<file path="config.mk">
export PLATFORM = sky130hd
export DESIGN_NAME = jagged_vector_stream_deserializer
export DESIGN_NICKNAME = d
export VERILOG_FILES = /design/src/rtl/jvsd_pkg.sv /design/src/rtl/jagged_vector_stream_deserializer.sv
export SDC_FILE = /design/constraint.sdc
export NUM_CORES = 1
export LEC_CHECK = 0
export BUFFER_PORTS_ARGS = -buffer_cell sky130_fd_sc_hd__buf_2
export CAP_MARGIN = 15
export CORE_ASPECT_RATIO = 1.5
export CORE_UTILIZATION = 60
export DETAILED_ROUTE_END_ITERATION = 10
export PLACE_DENSITY = 0.76
export SETUP_SLACK_MARGIN = 0.05
export SKIP_LAST_GASP = 1
export SYNTH_ARGS = -nofsm -noshare
export SYNTH_HDL_FRONTEND = slang
export SYNTH_SLANG_ARGS = --single-unit
export TNS_END_PERCENT = 1
</file>
<file path="constraint.sdc">
create_clock -name i_clk -period 11.8 [get_ports i_clk]
set_input_delay 1.77 -clock i_clk [delete_from_list [all_inputs] [get_ports i_clk]]
set_output_delay 1.77 -clock i_clk [all_outputs]
set_load 0.03 [all_outputs]
</file>
<file path="src/rtl/jvsd_pkg.sv">
// Shared types and constants for the jagged vector stream deserializer.
package jvsd_pkg;

    localparam logic [31:0] SIZE_FLAG_MASK = 32'h4000_0000;
    localparam logic [3:0]  VERSION_BYTES  = 4'd2;
    localparam logic [3:0]  WORD4_BYTES    = 4'd4;
    localparam logic [3:0]  WORD8_BYTES    = 4'd8;

    typedef enum logic [2:0] {
        PH_IDLE    = 3'd0,
        PH_SIZE    = 3'd1,
        PH_VERSION = 3'd2,
        PH_LENGTH  = 3'd3,
        PH_ELEM    = 3'd4
    } t_phase;

    typedef enum logic [1:0] {
        KIND_ELEM  = 2'd0,
        KIND_LIST  = 2'd1,
        KIND_ENTRY = 2'd2
    } t_kind;

    localparam int PEND_ELEM  = 0;
    localparam int PEND_LIST  = 1;
    localparam int PEND_ENTRY = 2;

endpackage

</file>
<file path="src/rtl/jagged_vector_stream_deserializer.sv">
// Top level: byte-stream parser for entries of nested big-endian lists.
//
// Takes one stream byte per cycle and parses it against the current phase
// (size, version, list length, element). Each byte updates the parser state
// and drops its results (element, list close, entry close) into a three-slot
// result bank that drains one word per cycle while the master is ready.
// A new byte is taken whenever the bank is empty or its last word is being
// taken, so bytes that give at most one result run at one byte per cycle
// while the master is ready; a byte that gives more results holds the input
// until its last result is being taken. No clearing pass after reset.
module jagged_vector_stream_deserializer (
    input  logic         i_clk,
    input  logic         i_rst_n,
    input  logic         i_cfg_wr_en,
    input  logic         i_cfg_wr_data,      // element_type
    input  logic         i_s_axis_tvalid,
    output logic         o_s_axis_tready,
    input  logic [7:0]   i_s_axis_tdata,     // [7:0] data_byte
    input  logic         i_s_axis_tuser,     // [0] entry_start
    output logic         o_m_axis_tvalid,
    input  logic         i_m_axis_tready,
    output logic [127:0] o_m_axis_tdata,     // [63:0] element_bits, [127:64] running_offset
    output logic [1:0]   o_m_axis_tuser,     // [1:0] result_kind
    output logic         o_m_axis_tlast      // last_of_run
);
    import jvsd_pkg::*;

    logic        r_element_type;
    t_phase      r_phase,        n_phase;
    logic [2:0]  r_byte_in_word, n_byte_in_word;
    logic [31:0] r_entry_end,    n_entry_end;
    logic [31:0] r_entry_pos,    n_entry_pos;
    logic [31:0] r_elements_left, n_elements_left;
    logic [63:0] r_assembly,     n_assembly;
    logic [63:0] r_inner_total,  n_inner_total;
    logic [63:0] r_outer_total,  n_outer_total;

    logic [2:0]  r_pend, n_pend, new_pend;
    logic [63:0] r_elem_bits, n_elem_bits;

    logic        s_accept, m_take, single;
    logic [3:0]  cnt;
    logic [3:0]  need;
    logic [31:0] len;
    logic        in_entry;

    assign m_take   = o_m_axis_tvalid && i_m_axis_tready;
    assign single   = (r_pend == 3'b001) || (r_pend == 3'b010) || (r_pend == 3'b100);
    assign o_s_axis_tready = (r_pend == 3'b000) || (m_take && single);
    assign s_accept = i_s_axis_tvalid && o_s_axis_tready;

    // parser next state
    always_comb begin
        n_phase         = r_phase;
        n_byte_in_word  = r_byte_in_word;
        n_entry_end     = r_entry_end;
        n_entry_pos     = r_entry_pos;
        n_elements_left = r_elements_left;
        n_assembly      = r_assembly;
        n_inner_total   = r_inner_total;
        n_outer_total   = r_outer_total;
        n_elem_bits     = r_elem_bits;
        new_pend        = 3'b000;
        cnt             = 4'd0;
        len             = 32'd0;
        in_entry        = 1'b0;
        need            = r_element_type ? WORD8_BYTES : WORD4_BYTES;

        if (i_s_axis_tuser) begin
            n_phase         = PH_SIZE;
            n_byte_in_word  = 3'd0;
            n_assembly      = 64'd0;
            n_entry_pos     = 32'd0;
            n_entry_end     = 32'd0;
            n_elements_left = 32'd0;
        end

        if (n_phase != PH_IDLE) begin
            if (n_entry_pos != 32'hFFFF_FFFF) begin
                n_entry_pos = n_entry_pos + 32'd1;
            end
            n_assembly = {n_assembly[55:0], i_s_axis_tdata};
            cnt        = {1'b0, n_byte_in_word} + 4'd1;
            len        = n_assembly[31:0];
            in_entry   = !n_entry_end[31] && (n_entry_pos < n_entry_end);

            unique case (n_phase)
                PH_SIZE: begin
                    if (cnt >= WORD4_BYTES) begin
                        n_entry_end = (n_assembly[31:0] & ~SIZE_FLAG_MASK) + 32'd4;
                        cnt         = 4'd0;
                        n_assembly  = 64'd0;
                        n_phase     = PH_VERSION;
                    end
                end
                PH_VERSION: begin
                    if (cnt >= VERSION_BYTES) begin
                        cnt        = 4'd0;
                        n_assembly = 64'd0;
                        if (in_entry) begin
                            n_phase = PH_LENGTH;
                        end else begin
                            n_phase              = PH_IDLE;
                            new_pend[PEND_ENTRY] = 1'b1;
                        end
                    end
                end
                PH_LENGTH: begin
                    if (cnt >= WORD4_BYTES) begin
                        cnt           = 4'd0;
                        n_assembly    = 64'd0;
                        n_inner_total = r_inner_total + {{32{len[31]}}, len};
                        if ((len == 32'd0) || len[31]) begin
                            n_outer_total       = r_outer_total + 64'd1;
                            new_pend[PEND_LIST] = 1'b1;
                            if (in_entry) begin
                                n_phase = PH_LENGTH;
                            end else begin
                                n_phase              = PH_IDLE;
                                new_pend[PEND_ENTRY] = 1'b1;
                            end
                        end else begin
                            n_elements_left = len;
                            n_phase         = PH_ELEM;
                        end
                    end
                end
                PH_ELEM: begin
                    if (cnt >= need) begin
                        n_elem_bits = r_element_type ? n_assembly
                                                     : {32'd0, n_assembly[31:0]};
                        cnt                 = 4'd0;
                        n_assembly          = 64'd0;
                        new_pend[PEND_ELEM] = 1'b1;
                        n_elements_left     = n_elements_left - 32'd1;
                        if (n_elements_left == 32'd0) begin
                            n_outer_total       = r_outer_total + 64'd1;
                            new_pend[PEND_LIST] = 1'b1;
                            if (in_entry) begin
                                n_phase = PH_LENGTH;
                            end else begin
                                n_phase              = PH_IDLE;
                                new_pend[PEND_ENTRY] = 1'b1;
                            end
                        end
                    end
                end
                default: begin
                    n_phase = PH_IDLE;
                end
            endcase
            n_byte_in_word = cnt[2:0];
        end
    end

    // result bank
    always_comb begin
        n_pend = r_pend;
        if (m_take) begin
            priority if (r_pend[PEND_ELEM]) begin
                n_pend[PEND_ELEM] = 1'b0;
            end else if (r_pend[PEND_LIST]) begin
                n_pend[PEND_LIST] = 1'b0;
            end else begin
                n_pend[PEND_ENTRY] = 1'b0;
            end
        end
        if (s_accept) begin
            n_pend = new_pend;
        end
    end

    // output select
    always_comb begin
        o_m_axis_tvalid = (r_pend != 3'b000);
        o_m_axis_tlast  = single;
        priority if (r_pend[PEND_ELEM]) begin
            o_m_axis_tuser = KIND_ELEM;
            o_m_axis_tdata = {64'd0, r_elem_bits};
        end else if (r_pend[PEND_LIST]) begin
            o_m_axis_tuser = KIND_LIST;
            o_m_axis_tdata = {r_inner_total, 64'd0};
        end else begin
            o_m_axis_tuser = KIND_ENTRY;
            o_m_axis_tdata = {r_outer_total, 64'd0};
        end
    end

    always_ff @(posedge i_clk) begin
        if (!i_rst_n) begin
            r_element_type  <= 1'b0;
            r_phase         <= PH_IDLE;
            r_byte_in_word  <= 3'd0;
            r_entry_end     <= 32'd0;
            r_entry_pos     <= 32'd0;
            r_elements_left <= 32'd0;
            r_assembly      <= 64'd0;
            r_inner_total   <= 64'd0;
            r_outer_total   <= 64'd0;
            r_pend          <= 3'b000;
        end else begin
            if (i_cfg_wr_en) begin
                r_element_type <= i_cfg_wr_data;
            end
            r_pend <= n_pend;
            if (s_accept) begin
                r_phase         <= n_phase;
                r_byte_in_word  <= n_byte_in_word;
                r_entry_end     <= n_entry_end;
                r_entry_pos     <= n_entry_pos;
                r_elements_left <= n_elements_left;
                r_assembly      <= n_assembly;
                r_inner_total   <= n_inner_total;
                r_outer_total   <= n_outer_total;
            end
        end
    end

    always_ff @(posedge i_clk) begin
        if (s_accept) begin
            r_elem_bits <= n_elem_bits;
        end
    end

    a_idle_no_result: assert property (@(posedge i_clk) disable iff (!i_rst_n)
        s_accept && !i_s_axis_tuser && (r_phase == PH_IDLE) |=> (r_pend == 3'b000))
        else $error("byte outside an entry produced a result");

    a_close_goes_idle: assert property (@(posedge i_clk) disable iff (!i_rst_n)
        s_accept && new_pend[PEND_ENTRY] |=> (r_phase == PH_IDLE))
        else $error("entry close without returning to idle");

    a_elem_in_elem_phase: assert property (@(posedge i_clk) disable iff (!i_rst_n)
        s_accept && new_pend[PEND_ELEM] |-> (r_phase == PH_ELEM) && !i_s_axis_tuser)
        else $error("element result outside element phase");

    a_pos_monotonic: assert property (@(posedge i_clk) disable iff (!i_rst_n)
        s_accept && !i_s_axis_tuser |=> (r_entry_pos >= $past(r_entry_pos)))
        else $error("entry position moved backward");

endmodule
</file>
== After elaboration in Yosys (flattened, before gate mapping) ==
Index checks and enable logic that the tools add are counted.

* Add/sub/neg operators: 6
* Magnitude comparators: 4
* Eq/ne operators: 14
* Multiplexer cells: 60
* Reductions and logical operators: 22

{| class="wikitable"
|+ Operators by type and width
! cell !! count
|-
| $mux 32 || 13
|-
| $mux 56 || 5
|-
| $mux 128 || 2
|-
| $mux 64 || 4
|-
| $pmux 56 s3 || 1
|-
| $pmux 64 s2 || 1
|-
| $add 64x1->64 const B || 1
|-
| $add 64x64->64 || 1
|-
| $logic_not 32->1 || 2
|-
| $pmux 32 s2 || 1
|-
| $mux 3 || 17
|-
| $add 32x1->32 const B || 1
|-
| $add 32x3->32 const B || 1
|-
| $lt 32x32->1 || 1
|-
| $ne 32x32->1 const B || 1
|-
| $sub 32x1->32 const B || 1
|-
| $mux 2 || 7
|-
| $pmux 3 s4 || 1
|-
| $eq 3x2->1 const B || 3
|-
| $pmux 3 s3 || 1
|-
| $ne 2x2->1 const B || 4
|-
| $reduce_and 4->1 || 2
|-
| $reduce_and 7->1 || 1
|-
| $eq 3x1->1 const B || 2
|-
| 19 further kinds || 32
|}

* Input port bits: 15
* Output and inout port bits: 133
* Word-level logic and storage cells: 120
* Flip-flop bits (word level): 354

== Logic depth before layout (Yosys ltp) ==
Gate-level depths: netlist of the first run.

* Word-level depth: 12
* Depth in mapped cells: 26
* Gate-level depth less buffers: 20

== Worst setup path before layout of the first run ==
No wires, ideal clock.

* Kind: input port to flip-flop
* Start point: input port i_s_axis_tuser
* End point: register r_outer_total[46]
* Setup slack: 2.729 ns
* Required time: 11.665 ns
* Setup time: 0.135 ns
* Path buffers: 10
* Stages on the path: 21
* Data arrival time: 8.936 ns
* Cells stage by stage: buf_2 buf_2 clkbuf_1 clkbuf_1 clkbuf_1 clkbuf_1 clkbuf_1 nor2b_1 ha_1 nand2_1 a21oi_1 a41oi_1 nand2b_1 clkbuf_1 nor2_1 a41oi_2 or3_1 buf_2 buf_2 o311ai_0 o41ai_1

* Word-level cells in the longest chain between the ends: 5
* Elaborated cells between the ends (all ways): 21
* Those cells by class: add/sub: 2; order compare: 2; eq/ne: 6; mux: 5; reduce/logical: 6

{| class="wikitable"
|+ Ends and longest elaborated chain
! what !! RTL line !! text
|-
| start: declaration || jagged_vector_stream_deserializer.sv:19 || <nowiki>input logic i_s_axis_tuser,</nowiki>
|-
| $mux 32 (tied with other cells) || jagged_vector_stream_deserializer.sv:69 || <nowiki>if (i_s_axis_tuser) begin</nowiki>
|-
| $sub 32x1->32 (tied with other cells) || jagged_vector_stream_deserializer.sv:135 || <nowiki>n_elements_left = n_elements_left - 32'd1;</nowiki>
|-
| $logic_not 32->1 (tied with other cells) || jagged_vector_stream_deserializer.sv:136 || <nowiki>if (n_elements_left == 32'd0) begin</nowiki>
|-
| $ne 2x2->1 (no line) || n/a ||
|-
| $reduce_and 7->1 (no line) || n/a ||
|-
| end signal: assignment || jagged_vector_stream_deserializer.sv:214 || <nowiki>r_outer_total <= n_outer_total;</nowiki>
|-
| end: declaration || jagged_vector_stream_deserializer.sv:36 || <nowiki>logic [63:0] r_outer_total, n_outer_total;</nowiki>
|}

Several ways; a longest one is shown, not always the timed one.
A chain may end at the register's enable or synchronous reset.

== Worst setup path after layout of the first run ==
* Start point: input port i_s_axis_tuser
* End point: register r_outer_total[47]

The elaborated chain is that of the path after synthesis.

==> impl_results.md, run 1 <==
* Result of the run: completed
* Dpl ws at 4650 ps
* Syn Inst Count at 2,880
* Clock insertion delay at the later pin of the skew report at 560 ps
* Pin count of the biggest net entering global routing at 119
* Iter 0 DRT Violations at 1,902
* Kind of critical path: input pin to flip-flop
* Number of flops mapped to enable cells by yosys at 64
* Final Max Slew Viols at 0
* TritonRoute pass-1 iters at 6
* Fraction of layout instances using a drive strength above 1 at 0.0960
* Crit path top cell by count: sky130_fd_sc_hd__buf_4
* Number of synthesized register bits at 354
* Antenna violations before repair at 0
* Transition at the pin with the smallest max-transition slack at 1150 ps
* Post-synthesis sequential area ratio at 0.340
* Setup Fix Bufs, Post-CTS at 0
* Synthesized-area fraction occupied by adder cells at 0.0580
* Aggregate routed wire length at 72,400 um
* Netlist area before placement at 22,700 um2
* Area of placed instances at 23,600 um2
* Minimum clock period after layout at 6670 ps
* Worst hold path type: flip-flop to flip-flop
* Fmax achieved at 150 MHz
* Placer Congestion at 1.00
* Layout overhead on the synthesized area at 9.59%
* Grt peak-use layer: met2
* Filler instances at 3,245
* GR met2 Demand/Resource at 0.658
* Number of rows in the core area at 87
* Reported leakage power at 9.79 nW
* Worst path required time at 12,210 ps
* Maxcap violations at 0
* X dimension of the die at 161 um
* Worst voltage drop across the vdd grid at 0.000106 V
* Most frequent cells in the layout: sky130_fd_sc_hd__nor2_1 (352), sky130_fd_sc_hd__nand2_1 (345), sky130_fd_sc_hd__dfxtp_1 (288)
* Async S/R FF share, synth at 0
* Top-level port count at 148
* Count of cell types in the netlist at 81
* Clk buf depth at 3
* Clock net sink count at 354
* DRC violations left at 0
* Setup slack after layout at 5130 ps
* Clk root buf: sky130_fd_sc_hd__clkbuf_16
* Share of synthesized area spent on multiplexers at 0.0406
* Synthesized area per cell at 7.89 um2
* CTS tree: done
* Final cycle utilization of the critical path at 0.565
* Power density over the cells at 106 nW/um2
* Remaining Overflow, GRT at 0
* Nets in the synthesized netlist at 2,999
* Via count normalized by instance count at 6.41
* Critical Path AT at 7090 ps
* Number of clock buffers inserted by TritonCTS at 36
* GRT met1 Usage at 0.389
* Post-synthesis compound-gate area fraction at 0.205
* DP HPWL at 50,700 um
* Startpoint type of the worst setup path: input pin
* Core Region at 37,400 um2
* First-pass GRT wire length at 112,000 um
* Combined global-route utilization of all metal layers at 0.365
* Final hold violations at 0
* GR Util met3 at 0.0511
* CP cell instances: buf_4 -> inv_2 -> buf_4 -> nand2_1 -> ha_1 -> o21ai_0 -> buf_4 -> or2_0 -> o211ai_1 -> o311ai_0 -> and4bb_1 -> a41oi_2 -> or4b_1 -> o311ai_0 -> o41ai_1
* Total Neg Setup Slack at 0 ps
* Worst path top cell family by delay: simple AND/OR/NAND/NOR gates
* Via count of the first global-routing pass at 20,900
* Worst slew margin at 0.231
* Height of the die at 240 um
* Die outline area at 38,700 um2
* H-Tree Depth at 2
* Number of instances resized during post-cts repair at 0
* Port Buffer Count at 147
* Post-Synth XOR/XNOR Area at 0.0493
* Primary FF master, synth: sky130_fd_sc_hd__dfxtp_1
* Commonest non-fill, non-tap cell in the layout: sky130_fd_sc_hd__nor2_1
* Post-route clock skew at 16.9 ps
* Total number of yosys warnings at 0
* Post-route worst hold slack at 480 ps
* Starting density of the core at 0.607
* Max Fanout on Critical Path at 43
* Count of hold-fix buffers inserted at cts at 0
* Kind of end point of the critical path: flip-flop
* Crit-path slowest cell: sky130_fd_sc_hd__or4b_1
* Final design instance area without fill at 24,900 um2
* Combinational family with the most area after synthesis: simple AND/OR/NAND/NOR gates
* Clock-pin slew reported for the worst setup and hold paths after clock tree synthesis at 60 ps
* Vias at 22,000
* Net total in the final layout at 3,028
* Bufs and invs on worst path at 4
* Longest individual stage delay on the worst path at 1000 ps
* RSZ-0062 raised after global routing: false
* Average wire per standard cell at 21.1 um
* N_diodes at 0
* Setup Viol. Count Final at 0
* Number of antenna-violating nets in the routed design at 0
* Post-synthesis share of cell area spent on and, or, nand and nor gates at 0.264
[worst paths after layout]
| kind | from | endpoint | slack, ps | cells past startpoint |
|---|---|---|---|---|
| min reg2reg | r_inner_total[36] | r_inner_total[36] | 480 | 2 |
| max | i_s_axis_tuser | r_outer_total[47] | 5130 | 15 |
| min | r_inner_total[36] | r_inner_total[36] | 480 | 2 |
| max reg2reg | r_entry_pos[0] | r_pend[2] | 6450 | 20 |
[state kept, by name, indices dropped and copies added, names as in the netlist]
| name | cells |
|---|---|
| r_entry_pos | 32 |
| r_assembly | 56 |
| r_outer_total | 64 |
| r_inner_total | 64 |
| r_phase | 3 |
| r_pend | 3 |
| r_entry_end | 32 |
| r_byte_in_word | 3 |
| r_elements_left | 32 |
| r_elem_bits | 64 |
| r_element_type | 1 |
[cells by family after synthesis]
logic type	Yosys count
fa+ha+maj	105
simple gates	1236
xor+xnor	128
flops	354
mux	92
buf+inv	249
compound gates	716
[metrics by stage]
step	util	power [W]	cells
2_1_floorplan	-	0.00137	2880
3_3_place_gp	0.631	0.00141	3358
5_1_grt	0.665	0.00270	3426
4_1_cts	0.665	0.00264	3424
3_5_place_dp	0.631	0.00141	3358
6_report	0.665	0.00263	3426
[tightest hold or removal path, stage by stage, from the launching register on]
cell and delay, ps:
sky130_fd_sc_hd__dfxtp_1 330, sky130_fd_sc_hd__nand2_1 60, sky130_fd_sc_hd__a21oi_1 50
[Yosys cell counts (11+ instances only)]
| master | number | area [um2] |
|---|---|---|
| sky130_fd_sc_hd__nor2_1 | 354 | 1330 |
| sky130_fd_sc_hd__nand2_1 | 347 | 1300 |
| sky130_fd_sc_hd__dfxtp_1 | 290 | 5810 |
| sky130_fd_sc_hd__a21oi_1 | 208 | 1040 |
| sky130_fd_sc_hd__clkbuf_1 | 154 | 578 |
| sky130_fd_sc_hd__o21ai_0 | 121 | 606 |
| sky130_fd_sc_hd__a22oi_1 | 114 | 856 |
| sky130_fd_sc_hd__and2_1 | 109 | 682 |
| sky130_fd_sc_hd__ha_1 | 103 | 1290 |
| sky130_fd_sc_hd__mux2i_1 | 90 | 901 |
| sky130_fd_sc_hd__nand3_1 | 90 | 450 |
| sky130_fd_sc_hd__xnor2_1 | 79 | 692 |
| sky130_fd_sc_hd__edfxtp_1 | 64 | 1920 |
| sky130_fd_sc_hd__inv_1 | 54 | 203 |
| sky130_fd_sc_hd__nand2b_1 | 54 | 338 |
| sky130_fd_sc_hd__nor4_1 | 50 | 313 |
| sky130_fd_sc_hd__nor2b_1 | 49 | 307 |
| sky130_fd_sc_hd__xor2_1 | 49 | 429 |
| sky130_fd_sc_hd__a21o_1 | 45 | 338 |
| sky130_fd_sc_hd__nand4_1 | 42 | 263 |
| sky130_fd_sc_hd__nor3_1 | 36 | 180 |
| sky130_fd_sc_hd__and3_1 | 32 | 200 |
| sky130_fd_sc_hd__o21bai_1 | 32 | 240 |
| sky130_fd_sc_hd__o211ai_1 | 25 | 188 |
| sky130_fd_sc_hd__buf_1 | 22 | 82.6 |
| sky130_fd_sc_hd__a211oi_1 | 20 | 150 |
| sky130_fd_sc_hd__o31ai_1 | 18 | 135 |
| sky130_fd_sc_hd__a31oi_1 | 17 | 106 |
| sky130_fd_sc_hd__buf_2 | 16 | 80.1 |
| sky130_fd_sc_hd__o311ai_0 | 16 | 140 |
| sky130_fd_sc_hd__o21a_1 | 14 | 105 |
| sky130_fd_sc_hd__o41ai_1 | 13 | 114 |
| sky130_fd_sc_hd__and4_1 | 12 | 105 |
| sky130_fd_sc_hd__or3_1 | 11 | 68.8 |
[metal layers]
| metal | wire, um | part of all wire | up-vias |
|---|---|---|---|
| met5 | 0 | 0 | - |
| met2 | 36700 | 0.51 | 871 |
| li1 | - | - | 10400 |
| met3 | 4100 | 0.057 | 274 |
| met4 | 5350 | 0.074 | 0 |
| met1 | 26300 | 0.36 | 10400 |
[area by class of cell]
| cell class | count | area (um2) | area share |
|---|---|---|---|
| Multi-Input combinational cell | 2277 | 14100 | 0.565 |
| Sequential cell | 354 | 7730 | 0.310 |
| Timing Repair Buffer | 186 | 1030 | 0.0413 |
| Clock buffer | 47 | 993 | 0.0399 |
| Tap cell | 489 | 612 | 0.0246 |
| Clock inverter | 19 | 263 | 0.0105 |
| Inverter | 54 | 208 | 0.00834 |
[report_power, final]
part / total [W] / switching, W / internal, W
Clock: 0.00124 / 0.000529 / 0.000714
Combinational: 0.000147 / 0.000108 / 0.0000394
Sequential: 0.00124 / 0.0000127 / 0.00123
Total: 0.00263 / 0.000650 / 0.00198
No activity file was read; power rests on OpenSTA's default activity.
==> run 2: changes to the inputs <==
--- a/config.mk
+++ b/config.mk
@@ -8,9 +8,9 @@
 export BUFFER_PORTS_ARGS = -buffer_cell sky130_fd_sc_hd__buf_2
 export CAP_MARGIN = 15
 export CORE_ASPECT_RATIO = 1.5
-export CORE_UTILIZATION = 60
+export CORE_UTILIZATION = 56
 export DETAILED_ROUTE_END_ITERATION = 10
-export PLACE_DENSITY = 0.76
+export PLACE_DENSITY = 0.74
 export SETUP_SLACK_MARGIN = 0.05
 export SKIP_LAST_GASP = 1
 export SYNTH_ARGS = -nofsm -noshare
==> constraint.sdc (replaced) <==
create_clock -name i_clk -period 5.88 [get_ports i_clk]
set_input_delay 0.882 -clock i_clk [delete_from_list [all_inputs] [get_ports i_clk]]
set_output_delay 0.882 -clock i_clk [all_outputs]
set_load 0.03 [all_outputs]
==> impl_results.md, run 2 (synthesized netlist as in run 1, its figures left out) <==
* Critical Path AT at 5240 ps (-1850 ps)
* Startpoint type of the worst setup path: input pin
* Fraction of layout instances using a drive strength above 1 at 0.0968 (+0.000791)
* Violations in the final reports: design-rule violations
* Core Region at 40,100 um2 (+7.1%)
* Via count normalized by instance count at 6.36 (-0.84%)
* Number of instances resized during post-cts repair at 0 (unchanged)
* Clk root buf: sky130_fd_sc_hd__clkbuf_16
* Via count of the first global-routing pass at 20,900 (+0.096%)
* Kind of end point of the critical path: flip-flop
* Die outline area at 41,400 um2 (+7.1%)
* Switching fraction of total power at 0.249 (+0.00193)
* First-pass GRT wire length at 112,000 um (about the same)
* Relative contribution of sequential cells to total power at 0.488 (+0.016)
* Inst Count DP at 3,384 (+0.77%)
* Reported leakage power at 9.78 nW (about the same)
* Fmax achieved at 206 MHz
* Net load switching power at 0.00127 W (+95%)
* Minimum clock period after layout at 4850 ps
* Combined global-route utilization of all metal layers at 0.336 (-0.0286)
* Number of rows in the core area at 90 (+3.4%)
* GR met2 Demand/Resource at 0.618 (-0.0408)
* Starting density of the core at 0.567 (-0.0400)
* DP HPWL at 51,300 um (+1.1%)
* Worst voltage drop across the vdd grid at 0.000224 V (+110%)
* Final Max Slew Viols at 0 (unchanged)
* Result of the run: complete, but fails checks
* Post-Route Utilization at 0.621 (-0.0439)
* GRT met1 Usage at 0.372 (-0.0174)
* Final hold violations at 0 (unchanged)
* Setup Fix Bufs, Post-CTS at 0 (unchanged)
* H-Tree Depth at 2 (unchanged)
* Commonest non-fill, non-tap cell in the layout: sky130_fd_sc_hd__nor2_1
* Final cycle utilization of the critical path at 0.826
* Count of hold-fix buffers inserted at cts at 0 (unchanged)
* Placer Congestion at 0.990 (-1.2%)
* Clock insertion delay at the later pin of the skew report at 560 ps (about the same)
* Top-level port count at 148 (unchanged)
* Average wire per standard cell at 20.8 um (-1.7%)
* Post-route insts no fill at 3,451 (+0.73%)
* Remaining Overflow, GRT at 0 (unchanged)
* Port Buffer Count at 147 (unchanged)
* Antenna violations before repair at 1 (+1)
* Vias at 21,900 (-0.12%)
* Iter 0 DRT Violations at 1,883 (-1.0%)
* TritonRoute pass-1 iters at 11 (+5)
* Most frequent cells in the layout: sky130_fd_sc_hd__nor2_1 (353), sky130_fd_sc_hd__nand2_1 (345), sky130_fd_sc_hd__dfxtp_1 (288)
* Post-route clock skew at 17.8 ps (+0.866 ps)
* Height of the die at 249 um (+3.5%)
* Worst hold path type: flip-flop to flip-flop
* Pin count of the biggest net entering global routing at 129 (+8.4%)
* Kind of critical path: input pin to flip-flop
* Worst path required time at 6270 ps (-5940 ps)
* Regs by FF count: r_elem_bits: 64 flops, r_inner_total: 64 flops, r_outer_total: 64 flops
* Power density over the cells at 205 nW/um2 (+94%)
* Fraction of power consumed by the clock network at 0.453 (-0.019)
* DRC violations left at 5 (+5)
* Clock-pin slew reported for the worst setup and hold paths after clock tree synthesis at 60 ps (about the same)
* Clk buf depth at 3 (unchanged)
* Final design instance area without fill at 24,900 um2 (unchanged)
* Setup Viol. Count Final at 0 (unchanged)
* GR Util met3 at 0.0399 (-0.0112)
* Layout overhead on the synthesized area at 9.59% (unchanged)
* Comb pwr share at 0.059 (+0.003)
* Grt peak-use layer: met2
* Max Fanout on Critical Path at 28 (-35%)
* Post-route worst hold slack at 480 ps (-0.516 ps)
* Cell-internal power at 0.00384 W (+93%)
* Aggregate routed wire length at 71,800 um (-0.94%)
* Worst slew margin at 0.174 (-0.0575)
* X dimension of the die at 167 um (+3.5%)
* CTS tree: done
* Maxcap violations at 0 (unchanged)
* Area of placed instances at 23,700 um2 (+0.44%)
* Net total in the final layout at 3,036 (+0.26%)
* Transition at the pin with the smallest max-transition slack at 1230 ps (+74.9 ps)
* Clock net sink count at 354 (unchanged)
* Number of antenna-violating nets in the routed design at 0 (unchanged)
* RSZ-0062 raised after global routing: false
* Number of clock buffers inserted by TritonCTS at 37 (+2.8%)
==> run 2: metal layers <==
metal / vias up / wire length, um
met4: 0 / 4180
met3: 222 / 3980
met5: - / 0
li1: 10400 / -
met2: 829 / 36700
met1: 10500 / 26900
==> run 2: worst paths after layout <==
| kind | start | end | slack [ps] | cells past startpoint |
|---|---|---|---|---|
| min | r_inner_total[16] | r_inner_total[16] | 480 | 2 |
| min reg2reg | r_inner_total[16] | r_inner_total[16] | 480 | 2 |
| max | i_s_axis_tuser | r_outer_total[62] | 1030 | 14 |
| max reg2reg | r_elements_left[2] | r_outer_total[62] | 1170 | 10 |
==> run 2: critical path, stage by stage <==
cell                       delay (ps)
sky130_fd_sc_hd__buf_4            280
sky130_fd_sc_hd__inv_2            200
sky130_fd_sc_hd__nand2_1          150
sky130_fd_sc_hd__ha_1             340
sky130_fd_sc_hd__o21ai_0          200
sky130_fd_sc_hd__buf_4            220
sky130_fd_sc_hd__nor3_1           230
sky130_fd_sc_hd__o21ai_0          110
sky130_fd_sc_hd__o311ai_0         430
sky130_fd_sc_hd__and4bb_1         310
sky130_fd_sc_hd__a41oi_4          250
sky130_fd_sc_hd__or3_1            920
sky130_fd_sc_hd__o311ai_0         540
sky130_fd_sc_hd__o41ai_1          150
==> run 2: metrics by stage <==
| step | setup slack [ps] | TNS (ps) | power, W |
|---|---|---|---|
| final | 1030 | 0 | 0.00511 |
| after global routing | 768 | 0 | 0.00524 |
| after CTS | 1100 | 0 | 0.00513 |
| after detailed placement | 529 | 0 | 0.00284 |
| after global placement | 624 | 0 | 0.00283 |
| after floorplan | -89.3 | -777 | 0.00274 |
==> run 2: power by group through the flow <==
stage                     Combinational (W)  Sequential (W)  Clock [W]
after global routing               0.000325         0.00249    0.00242
after global placement             0.000289         0.00254          0
after CTS                          0.000295         0.00249    0.00234
final                              0.000301         0.00249    0.00231
after floorplan                    0.000209         0.00253          0
after detailed placement           0.000294         0.00255          0
==> run 2: area by class of cell <==
cell class	instances	area [um2]
timing repair buffer	193	1100
inverter	54	208
multi-input combinational	2277	14100
fill	3632	15200
sequential	354	7730
clock inverter	11	73.8
tap	506	633
clock buffer	55	1090
antenna	1	2.50
